<file path="src/hdl/bitmap_slot_allocator_assert.svh">
// Assertion macros shared by the slot allocator RTL.
// Expects signals clk and arst_n in the including scope.
`ifndef BITMAP_SLOT_ALLOCATOR_ASSERT_SVH
`define BITMAP_SLOT_ALLOCATOR_ASSERT_SVH

// same-cycle implication
`define BSA_ASSERT_IMPL(lbl, ante, cons) \
	lbl: assert property (@(posedge clk) disable iff (!arst_n) (ante) |-> (cons)) \
		else $error("bitmap_slot_allocator assertion failed");

// next-cycle implication
`define BSA_ASSERT_NEXT(lbl, ante, cons) \
	lbl: assert property (@(posedge clk) disable iff (!arst_n) (ante) |=> (cons)) \
		else $error("bitmap_slot_allocator assertion failed");

`endif

</file>
<file path="src/hdl/bsa_pkg.sv">
// Shared constants, types and op codes for the bitmap slot allocator.
// No dependencies.
`default_nettype none
package bsa_pkg;
	localparam int NUM_SLOTS = 64;
	localparam int ACT_W     = 7;   // active_size register width
	localparam int IDX_W     = 6;   // slot_index / position field width
	localparam int CNT_W     = $clog2(NUM_SLOTS + 1);
	localparam int CMP_W     = (CNT_W > ACT_W) ? CNT_W : ACT_W;
	localparam int WORD_W    = (NUM_SLOTS < 32) ? NUM_SLOTS : 32;
	localparam int WORD_BW   = $clog2(WORD_W);
	localparam int NUM_WORDS = (NUM_SLOTS + WORD_W - 1) / WORD_W;
	localparam int WORD_AW   = (NUM_WORDS > 1) ? $clog2(NUM_WORDS) : 1;

	typedef enum logic [2:0] {
		FN_ALLOC      = 3'd0,
		FN_TAKE       = 3'd1,
		FN_FIRST_CLR  = 3'd2,
		FN_NEXT_CLR   = 3'd3,
		FN_FIRST_SET  = 3'd4,
		FN_NEXT_SET   = 3'd5,
		FN_COUNT      = 3'd6,
		FN_WRITE      = 3'd7
	} func_t;

	typedef enum logic [1:0] {
		ST_IDLE,
		ST_RD,
		ST_EV,
		ST_OUT
	} state_t;

	typedef struct packed {
		logic               hit;
		logic [WORD_BW-1:0] bit_pos;
		logic [WORD_BW:0]   ones;
	} scan_res_t;
endpackage
`default_nettype wire

</file>
<file path="src/hdl/bsa_ram.sv">
// Generic single-write, single-read RAM with registered read data.
// No package dependencies.
`default_nettype none
module bsa_ram #(
	parameter int WIDTH = 32,
	parameter int DEPTH = 2
) (
	input  wire logic                                      clk,
	input  wire logic                                      we,
	input  wire logic [((DEPTH > 1) ? $clog2(DEPTH) : 1)-1:0] waddr,
	input  wire logic [WIDTH-1:0]                          wdata,
	input  wire logic [((DEPTH > 1) ? $clog2(DEPTH) : 1)-1:0] raddr,
	output logic      [WIDTH-1:0]                          rdata
);
	logic [WIDTH-1:0] mem [DEPTH];

	always_ff @(posedge clk) begin
		if (we) begin
			mem[waddr] <= wdata;
		end
		rdata <= mem[raddr];
	end
endmodule
`default_nettype wire

</file>
<file path="src/hdl/bsa_word_scan.sv">
// Scans one bitmap word: lowest matching slot inside [start, lim) and busy count.
// Uses bsa_pkg.
`default_nettype none
module bsa_word_scan
	import bsa_pkg::*;
(
	input  wire logic [WORD_W-1:0] word,
	input  wire logic [CMP_W-1:0]  base,
	input  wire logic [CMP_W-1:0]  start,
	input  wire logic [CMP_W-1:0]  lim,
	input  wire logic              want,
	output scan_res_t              res
);
	logic [WORD_W-1:0] in_rng;
	logic [WORD_W-1:0] cand;
	logic [CMP_W-1:0]  slot_num;

	always_comb begin
		for (int b = 0; b < WORD_W; b++) begin
			slot_num  = base + CMP_W'(b);
			in_rng[b] = (slot_num >= start) && (slot_num < lim);
		end
		cand = (want ? word : ~word) & in_rng;
	end

	always_comb begin
		res = '0;
		// high to low so the lowest candidate wins
		for (int b = WORD_W - 1; b >= 0; b--) begin
			if (cand[b]) begin
				res.hit     = 1'b1;
				res.bit_pos = WORD_BW'(b);
			end
		end
		for (int b = 0; b < WORD_W; b++) begin
			res.ones = res.ones + (WORD_BW + 1)'(word[b] & in_rng[b]);
		end
	end
endmodule
`default_nettype wire

</file>
<file path="src/hdl/bitmap_slot_allocator.sv">
// Top level of the bitmap slot allocator: sequencer around the bitmap RAM.
// Uses bsa_pkg, bsa_ram, bsa_word_scan and bitmap_slot_allocator_assert.svh.
//
// Usage:
//   Request channel (in_valid/in_ready) carries func, slot_index, write_value.
//   Result channel (out_valid/out_ready) returns found, position, set_count,
//   one result word per request word, in order.
//   cfg_we/cfg_wdata write active_size; write it only while the block is idle.
// Timing:
//   The bitmap sits in a RAM of 32-bit words (2 words for 64 slots). Each word
//   visited passes through a read state and an evaluate state. After the last
//   word the result is registered and, unless the output stalls, the sequencer
//   returns to idle to take the next request. A request visits 1 or 2 words.
//   A write visits one word, searches stop at the hit or at the active size, count
//   visits all words below the active size. Read-modify-writes finish in ST_EV.
//   A new request is taken while the previous result waits in the output register.
// Reset: all slots free (per-word valid flags cleared, no RAM sweep needed),
//   active_size = 64, both channels empty.
// Stall: if out_ready is low the finished result is held in a side register
//   and no new request is taken until the output register drains.
`default_nettype none
`include "bitmap_slot_allocator_assert.svh"
module bitmap_slot_allocator
	import bsa_pkg::*;
(
	input  wire logic             clk,
	input  wire logic             arst_n,
	input  wire logic             in_valid,
	output logic                  in_ready,
	input  wire logic [2:0]       func,
	input  wire logic [IDX_W-1:0] slot_index,
	input  wire logic             write_value,
	output logic                  out_valid,
	input  wire logic             out_ready,
	output logic                  found,
	output logic [IDX_W-1:0]      position,
	output logic [ACT_W-1:0]      set_count,
	input  wire logic             cfg_we,
	input  wire logic [ACT_W-1:0] cfg_wdata
);
	state_t state_q, state_d;

	logic [ACT_W-1:0]   active_size_q;
	func_t              op_q;
	logic [IDX_W-1:0]   idx_q;
	logic               wv_q;
	logic [WORD_AW-1:0] word_q;
	logic [CNT_W-1:0]   cnt_q;
	logic [NUM_WORDS-1:0] wvalid_q;

	logic               res_found_q;
	logic [IDX_W-1:0]   res_pos_q;
	logic [ACT_W-1:0]   res_cnt_q;
	logic               out_valid_q;
	logic               out_found_q;
	logic [IDX_W-1:0]   out_pos_q;
	logic [ACT_W-1:0]   out_cnt_q;

	logic [WORD_W-1:0]  ram_rdata;
	logic [WORD_W-1:0]  word_eff;
	logic [WORD_W-1:0]  ram_wdata;
	logic               ram_we;
	logic [CMP_W-1:0]   lim;
	logic [CMP_W-1:0]   start;
	logic [CMP_W-1:0]   base;
	logic [CMP_W:0]     next_base;
	logic               want;
	logic               is_search;
	logic               last_word;
	logic               fin;
	logic               out_free;
	logic               load_out_ev;
	logic               load_out_held;
	logic [WORD_BW-1:0] mod_bit;
	logic               mod_val;
	logic               idx_in_store;
	logic [WORD_AW-1:0] idx_word;
	logic               res_found_d;
	logic [IDX_W-1:0]   res_pos_d;
	logic [ACT_W-1:0]   res_cnt_d;
	logic [CNT_W-1:0]   cnt_sum;
	scan_res_t          sr;

	bsa_ram #(
		.WIDTH(WORD_W),
		.DEPTH(NUM_WORDS)
	) u_ram (
		.clk  (clk),
		.we   (ram_we),
		.waddr(word_q),
		.wdata(ram_wdata),
		.raddr(word_q),
		.rdata(ram_rdata)
	);

	// a word never written reads as all free
	assign word_eff = wvalid_q[word_q] ? ram_rdata : '0;

	always_comb begin
		if (CMP_W'(active_size_q) > CMP_W'(NUM_SLOTS)) begin
			lim = CMP_W'(NUM_SLOTS);
		end else begin
			lim = CMP_W'(active_size_q);
		end
	end

	assign want      = op_q inside {FN_TAKE, FN_FIRST_SET, FN_NEXT_SET};
	assign is_search = !(op_q inside {FN_COUNT, FN_WRITE});
	assign start     = (op_q inside {FN_NEXT_CLR, FN_NEXT_SET}) ?
		CMP_W'(idx_q) + CMP_W'(1) : '0;
	assign base      = CMP_W'(word_q) << WORD_BW;
	assign next_base = (CMP_W + 1)'((CMP_W + 1)'(word_q) + (CMP_W + 1)'(1)) << WORD_BW;
	assign last_word = (word_q == WORD_AW'(NUM_WORDS - 1)) || (next_base >= {1'b0, lim});

	assign idx_word     = WORD_AW'(CMP_W'(idx_q) >> WORD_BW);
	assign idx_in_store = CMP_W'(idx_q) < CMP_W'(NUM_SLOTS);

	bsa_word_scan u_scan (
		.word (word_eff),
		.base (base),
		.start(start),
		.lim  (lim),
		.want (want),
		.res  (sr)
	);

	assign cnt_sum = cnt_q + CNT_W'(sr.ones);

	always_comb begin
		case (op_q)
			FN_WRITE: fin = 1'b1;
			FN_COUNT: fin = last_word;
			default:  fin = sr.hit || last_word;
		endcase
	end

	// read-modify-write of the current word
	always_comb begin
		mod_bit = sr.bit_pos;
		mod_val = (op_q == FN_ALLOC);
		if (op_q == FN_WRITE) begin
			mod_bit = WORD_BW'(idx_q);
			mod_val = wv_q;
		end
		ram_wdata = (word_eff & ~(WORD_W'(1) << mod_bit)) | (WORD_W'(mod_val) << mod_bit);
	end

	always_comb begin
		res_found_d = is_search ? sr.hit : 1'b1;
		res_pos_d   = (is_search && sr.hit) ?
			IDX_W'({word_q, sr.bit_pos}) : '0;
		res_cnt_d   = (op_q == FN_COUNT) ? ACT_W'(cnt_sum) : '0;
	end

	assign out_free = !out_valid_q || out_ready;

	// next state
	always_comb begin
		state_d = state_q;
		case (state_q)
			ST_IDLE: begin
				if (in_valid) begin
					state_d = ST_RD;
				end
			end
			ST_RD: state_d = ST_EV;
			ST_EV: begin
				if (!fin) begin
					state_d = ST_RD;
				end else if (out_free) begin
					state_d = ST_IDLE;
				end else begin
					state_d = ST_OUT;
				end
			end
			ST_OUT: begin
				if (out_free) begin
					state_d = ST_IDLE;
				end
			end
			default: state_d = ST_IDLE;
		endcase
	end

	// state outputs
	always_comb begin
		in_ready      = 1'b0;
		ram_we        = 1'b0;
		load_out_ev   = 1'b0;
		load_out_held = 1'b0;
		case (state_q)
			ST_IDLE: in_ready = 1'b1;
			ST_EV: begin
				case (op_q)
					FN_ALLOC, FN_TAKE: ram_we = sr.hit;
					FN_WRITE:          ram_we = idx_in_store;
					default:           ram_we = 1'b0;
				endcase
				load_out_ev = fin && out_free;
			end
			ST_OUT: load_out_held = out_free;
			default: in_ready = 1'b0;
		endcase
	end

	always_ff @(posedge clk or negedge arst_n) begin
		if (!arst_n) begin
			state_q       <= ST_IDLE;
			active_size_q <= ACT_W'(64);
			wvalid_q      <= '0;
			out_valid_q   <= 1'b0;
		end else begin
			state_q <= state_d;
			if (cfg_we) begin
				active_size_q <= cfg_wdata;
			end
			if (ram_we) begin
				wvalid_q[word_q] <= 1'b1;
			end
			if (load_out_ev || load_out_held) begin
				out_valid_q <= 1'b1;
			end else if (out_ready) begin
				out_valid_q <= 1'b0;
			end
		end
	end

	always_ff @(posedge clk) begin
		if (in_valid && in_ready) begin
			op_q   <= func_t'(func);
			idx_q  <= slot_index;
			wv_q   <= write_value;
			cnt_q  <= '0;
			word_q <= (func_t'(func) == FN_WRITE) ?
				WORD_AW'(CMP_W'(slot_index) >> WORD_BW) : '0;
		end else if (state_q == ST_EV && !fin) begin
			word_q <= word_q + WORD_AW'(1);
			cnt_q  <= cnt_sum;
		end
		if (state_q == ST_EV && fin) begin
			res_found_q <= res_found_d;
			res_pos_q   <= res_pos_d;
			res_cnt_q   <= res_cnt_d;
		end
		if (load_out_ev) begin
			out_found_q <= res_found_d;
			out_pos_q   <= res_pos_d;
			out_cnt_q   <= res_cnt_d;
		end else if (load_out_held) begin
			out_found_q <= res_found_q;
			out_pos_q   <= res_pos_q;
			out_cnt_q   <= res_cnt_q;
		end
	end

	assign out_valid = out_valid_q;
	assign found     = out_found_q;
	assign position  = out_pos_q;
	assign set_count = out_cnt_q;

	// a write op only touches the word holding its slot
	`BSA_ASSERT_IMPL(a_write_word, ram_we && op_q == FN_WRITE, word_q == idx_word)
	`BSA_ASSERT_IMPL(a_we_in_eval, ram_we, state_q == ST_EV)
	`BSA_ASSERT_NEXT(a_rd_then_ev, state_q == ST_RD, state_q == ST_EV)
	`BSA_ASSERT_IMPL(a_cnt_bound, out_valid_q, CMP_W'(out_cnt_q) <= CMP_W'(NUM_SLOTS))
	`BSA_ASSERT_IMPL(a_held_pending, state_q == ST_OUT, out_valid_q)
endmodule
`default_nettype wire

</file>
<file path="config.mk">
export PLATFORM = sky130hd
export DESIGN_NAME = bitmap_slot_allocator
export DESIGN_NICKNAME = d
export VERILOG_FILES = /design/src/hdl/bsa_pkg.sv /design/src/hdl/bsa_ram.sv /design/src/hdl/bsa_word_scan.sv /design/src/hdl/bitmap_slot_allocator.sv
export VERILOG_INCLUDE_DIRS = /design/src /design/src/hdl
export SDC_FILE = /design/constraint.sdc
export NUM_CORES = 1
export LEC_CHECK = 0
export BUFFER_PORTS_ARGS = -buffer_cell sky130_fd_sc_hd__buf_2
export CAP_MARGIN = 20
export CORE_ASPECT_RATIO = 2
export CORE_MARGIN = 2
export CORE_UTILIZATION = 55
export DETAILED_ROUTE_END_ITERATION = 8
export PLACE_DENSITY = 0.75
export SLEW_MARGIN = 20
export SYNTH_ARGS = -nofsm -noshare
export SYNTH_HDL_FRONTEND = slang
export SYNTH_SLANG_ARGS = --single-unit
</file>
<file path="constraint.sdc">
create_clock -name clk -period 8.6 [get_ports clk]
set_clock_uncertainty 0.05 [all_clocks]
set_input_delay 1.72 -clock clk [delete_from_list [all_inputs] [get_ports clk]]
set_output_delay 1.72 -clock clk [all_outputs]
set_load 0.01 [all_outputs]
</file>
Word-level counts from Yosys, hierarchy flattened
Memories as Yosys holds them, arrays and structs flattened. A register that Yosys moved wholly into a read port is not among the register bits.
Index checks and enable logic that the tools add are counted.

storage, ports and cells
  output and inout bits = 16
  register bits after elaboration = 58
  memories kept = 1
  latch bits = 0
  memory bits (read-only) = 0
  RAM bits = 64

memories
  memory     words  bits a word  read ports  clocked after memory_dff  write ports  line           RTL
  u_ram.mem  2      32           1           1                         1            bsa_ram.sv:15  logic [WIDTH-1:0] mem [DEPTH];

operators by class
  eq/ne operators = 12
  bitwise logic cells = 38
  add/subtract/negate cells = 66
  $lt $le $gt $ge = 68
  reduce and logical (&&, ||, !) cells = 55
  divide/modulo/power cells = 0
  $mul = 0
  muxes and demuxes = 69
  shift operators = 2

operator list
  cell                    count
  $ge A7 B7 Y1            32
  $lt A7 B7 Y1            31
  $mux W6                 35
  $add A6 B6 Y6           31
  $add A6 B5 Y7 const B   16
  $and A32 B32 Y32        2
  $mux W32                2
  $not A32 Y32            2
  $add A6 B4 Y7 const B   8
  $logic_and A1 B1 Y1     38
  $mux W7                 5
  $and A1 B1 Y1           32
  $or A32 B32 Y32         1
  $shl A1 B5 Y32          1
  $shl A1 B5 Y32 const A  1
  $add A6 B3 Y7 const B   4
  $mux W1                 18
  $eq A3 B3 Y1 const B    5
  $add A6 B1 Y7 const B   2
  $add A6 B2 Y7 const B   2
  $reduce_bool A2 Y1      5
  $mux W2                 4
  $pmux W2 S4             1
  $add A7 B6 Y7           1
  other kinds (23)        31

Depth between registers and ports, before layout
  depth after elaboration = 44
  depth in mapped cells = 34

Modules after synthesis
A second synthesis with hierarchy kept.

unflattened totals
  cells, all modules = 1722
  area total of the unflattened synthesis = 16360.7 µm²

by module, submodules not included
  module                 area each (µm²)  instances  cells each  sequential area each (µm²)
  bsa_word_scan          9225.1           1          1179        0.0
  bitmap_slot_allocator  4016.4           1          409         1612.8
  bsa_ram                3119.2           1          134         2562.5

Worst setup path before layout
Ideal clock, no wire load.

  path kind = reg-to-reg
  from = reg idx_q[3]
  to = reg out_cnt_q[6] (netlist: set_count[6]) (data pin)
  data arrival time = 7981 ps
  data required time = 8290 ps
  cell stages (with the launch flop) = 33
  slack = 310 ps
  cells stage by stage = edfxtp_1 -> buf_2 -> buf_2 -> nand2_1 -> nor2_1 -> xnor2_1 -> nand2b_1 -> inv_1 -> ha_1 -> clkbuf_1 -> inv_1 -> o41ai_1 -> a21o_1 -> nor3b_1 -> fa_1 -> inv_1 -> fa_1 -> fa_1 -> fa_1 -> fa_1 -> fa_1 -> inv_1 -> ha_1 -> fa_1 -> a21o_1 -> a21oi_1 -> xnor2_1 -> ha_1 -> a21o_1 -> a21oi_1 -> xor2_1 -> nor2_1 -> mux2_2

between the ends
  elaborated cells between the ends (all ways) = 169
  those cells by class = 33 x add/sub; 32 x order compare; 37 x mux; 33 x bitwise; 34 x reduce/logical

RTL lines
  element                                              line                          RTL
  from (decl)                                          bitmap_slot_allocator.sv:45   logic [IDX_W-1:0] idx_q;
  from (signal assigned)                               bitmap_slot_allocator.sv:231  idx_q <= slot_index;
  $add A6 B1 Y7 *                                      bitmap_slot_allocator.sv:110  CMP_W'(idx_q) + CMP_W'(1) : '0;
  $mux W7 *                                            bitmap_slot_allocator.sv:109  assign start = (op_q inside {FN_NEXT_CLR, FN_NEXT_SET}) ?
  $ge A6 B7 Y1 / $ge A7 B7 Y1 (equally long branches)  bsa_word_scan.sv:21           in_rng[b] = (slot_num >= start) && (slot_num < lim);
  $logic_and A1 B1 Y1                                  bsa_word_scan.sv:21
  $and A1 B1 Y1                                        bsa_word_scan.sv:36           res.ones = res.ones + (WORD_BW + 1)'(word[b] & in_rng[b]);
  $add A6 B6 Y6 (30 in a row)                          bsa_word_scan.sv:36
  $add A6 B6 Y6 *                                      bsa_word_scan.sv:36
  $add A7 B6 Y7 *                                      bitmap_slot_allocator.sv:127  assign cnt_sum = cnt_q + CNT_W'(sr.ones);
  $mux W7 *                                            bitmap_slot_allocator.sv:152  res_cnt_d = (op_q == FN_COUNT) ? ACT_W'(cnt_sum) : '0;
  named net res_cnt_d[6]                               bitmap_slot_allocator.sv:80   logic [ACT_W-1:0] res_cnt_d;
  $mux W7 *                                            bitmap_slot_allocator.sv:245  if (load_out_ev) begin
  to (signal assigned)                                 bitmap_slot_allocator.sv:248  out_cnt_q <= res_cnt_d;
  to (signal assigned)                                 bitmap_slot_allocator.sv:252  out_cnt_q <= res_cnt_q;
  to (decl)                                            bitmap_slot_allocator.sv:57   logic [ACT_W-1:0] out_cnt_q;

The timed path passes the listed nets; every way through them passes the cells marked *.
A chain may end at the register's enable or synchronous reset.

Final worst setup path
  from = reg idx_q[0]
  to = reg out_cnt_q[6] (netlist: set_count[6]) (data pin)

Same word-level chain as after synthesis.

==> results_dict.tcl <==
set metrics [dict create \
    status "completed" \
    synth.top_cells.by_count "nand2_1 (104), edfxtp_1 (103), nor2_1 (65)" \
    slowest_delay_ns 0.68 \
    worstSetupEndpointType "flip-flop" \
    drc 0 \
    cap_violations 0 \
    antenna_left 0 \
    crit_type "flip-flop to flip-flop" \
    yosys_warnings 0 \
    ys_types 107 \
    fin_crit_ns 8.250 \
    htree_num_levels 4 \
    syn-num-nets 1082 \
    die_w_um 101.1 \
    clock_path_buffers 2 \
    slew-limit-headroom_pct 13.55 \
    vias_per_cell 6.559 \
    grt_pass1_vias 8887 \
    path_buf_inv 2 \
    ios 38 \
    netlist_top_cells_area "edfxtp_1 (30%), dfxtp_1 (7.5%), fa_1 (4.8%)" \
    cts_tree "done" \
    grt_start_max_net_pins 38 \
    antenna_cells 0 \
    cts-root-buf "clkbuf_16" \
    fin_util_pct 62.96 \
    worstPathMaxFanout 6 \
    setup_viol 0 \
    core_region_area_sq_mm 0.01866 \
    fmax_ghz 0.1212 \
    crit_arrival_ns 8.40 \
    cp.depth 30 \
    syn_inst 1015 \
    design.die.area_sq_mm 0.02004 \
    worst_skew_pair.late_latency_ns 0.46 \
    r2r_cells 30 \
    cts.sinks 154 \
    vias 8651 \
    startpoint_type "flip-flop" \
    dpl.hpwl_um 28830 \
    synth-edff-count 103 \
    wirelength_um 36560 \
    layout-drive-gt1-share_pct 23.18 \
    area.growth.synth_to_final_pct 13.27 \
    worstPathRequired_ns 8.75 \
    drv_slew 0 \
    drt-pass1-iter-count 8 \
    seq_area_frac_synth_pct 40.26 \
    syn-cell-area_sq_mm 0.01037 \
    grt.overflow.total 0 \
    synth_top_area_share_pct 29.83 \
    async_flop_share_pct 7.792 \
    synth_most_common_cell "nand2_1" \
    die_y_um 198.2 \
    antenna_found_initial 0 \
    numCtsBuffers 17 \
    grt_pass1_wl_um 53740 \
    worstMarginPinSlew_ns 1.289 \
    path_common_cell "fa_1" \
    avgSynthCellArea_sq_um 10.22 \
    holdCritPathClass "flip-flop to flip-flop" \
    nNetsFinal 1154 \
    start_util_pct 55.59 \
    holdPathStages 2 \
    gp_congestion 1.073 \
    yosys.area.top_type "edfxtp_1" \
    post-route-period-util_pct 95.93 \
    portBuffers 37 \
    crit_family "adder cells" \
    finalSetupTns_ns 0 \
    yosys_register_bits 154 \
    wl_per_cell_um 27.72 \
    ys.flop_type "edfxtp_1" \
    hold_viol_final 0 \
    grt_usage_pct 37.97 \
    clk_pin_slew_ns 0.07 \
    rsz0062_at_grt "no" \
    drt_iter0_markers 620 \
    cp_slowest_cell "fa_2" \
    fp-row-count 71 \
]
[path summary, 6_finish.rpt]
| kind | startpoint | end | slack [ns] |
|---|---|---|---|
| max | idx_q[0]$_DFFE_PP_ | set_count[6]$_DFFE_PP_ | 0.35 |
| min | cnt_q[4]$_SDFFE_PP0P_ | cnt_q[4]$_SDFFE_PP0P_ | 0.42 |
| max reg2reg | idx_q[0]$_DFFE_PP_ | set_count[6]$_DFFE_PP_ | 0.35 |
| min reg2reg | cnt_q[4]$_SDFFE_PP0P_ | cnt_q[4]$_SDFFE_PP0P_ | 0.42 |
| max in group asynchronous | arst_n | active_size_q[6]$_DFFE_PN1P_ | 7.12 |
| min in group asynchronous | arst_n | active_size_q[1]$_DFFE_PN0P_ | 1.10 |
[state kept, by name (all words and copies together) (netlist names)]
name	cells
op_q	3
idx_q	6
u_ram.rdata	32
set_count	7
out_valid	1
state_q	2
cnt_q	7
u_ram.mem	64
wv_q	1
found	1
position	6
res_found_q	1
word_q	1
wvalid_q	2
active_size_q	7
res_pos_q	6
res_cnt_q	7
[per-stage QoR]
stage | cell area [sq um] | instances | hold slack, ns | setup slack (ns)
detailed placement | 11060 | 1283 | 0.4046 | 0.1252
global placement | 11060 | 1283 | 0.3985 | 0.3060
floorplan | 10370 | 1015 | 0.3906 | 0.3097
CTS | 11680 | 1315 | 0.4178 | 0.07879
global route | 11750 | 1319 | 0.4259 | 0.0002611
finish | 11750 | 1319 | 0.4189 | 0.3497
[layout make-up]
class	count	area, sq um
clock buffer	21	461.7
clock inverter	11	157.7
fill	1533	6909
inverter	47	178.9
multi-input combinational	763	5811
sequential	154	4175
tap	219	274.0
timing repair buffer	104	688.2
[layer usage]
layer	vias to the layer above	routed length, um	global-route usage, %
met3	166	1999	9.036
met2	381	18390	65.02
li1	3942	-	-
met1	4162	12120	36.32
met4	0	4053	34.58
met5	-	0	0
[repair_timing]
item                                   CTS  global route
hold buffers                             0             0
setup endpoints to repair                0             7
setup buffers                            0             4
endpoints found under the hold margin    0             0
resized for setup                        0            10
[layout by cell type (no fill, tap or decap), types with 10 or more instances in the layout]
master	Yosys	routed
mux2_2	42	42
nor2_1	65	62
nor4_1	19	19
inv_1	45	45
buf_4	4	67
a21o_1	11	11
a21oi_1	49	49
xnor2_1	23	23
dfxtp_1	39	39
dfrtp_1	11	11
edfxtp_1	103	103
clkbuf_16	0	18
ha_1	20	19
mux2_4	10	10
nand4_1	10	10
nand2_1	104	104
or2_2	15	15
nand3_1	36	36
nand2b_1	15	15
fa_1	25	24
buf_2	23	37
nor3_1	29	26
o21ai_0	38	37
mux2i_1	35	35
[worst reg2reg max path: cells and delay by family (launching register included)]
family / cells / cell delay (ns)
simple gates: 8 / 0.89
buf+inv: 2 / 0.12
flops: 1 / 0.45
compound gates: 6 / 1.31
fa+ha+maj: 10 / 4.47
xor+xnor: 3 / 0.42
mux: 1 / 0.28
[kinds of logic (layout without fill, tap and decap cells)]
group,count (synthesis),after routing,share of synthesized area (%)
AND/OR/NAND/NOR,370,370,19.26
XOR/XNOR,33,33,3.113
flip-flops,154,154,40.26
multiplexers,87,87,9.387
buffers and inverters,98,183,4.283
adder cells (fa/ha/maj),45,45,7.239
AO/OA/AOI/OAI,228,228,16.46
Power is left out: the tool's default activity adds up to more than one toggle a clock period on the data nets, which glitch-free logic cannot reach.
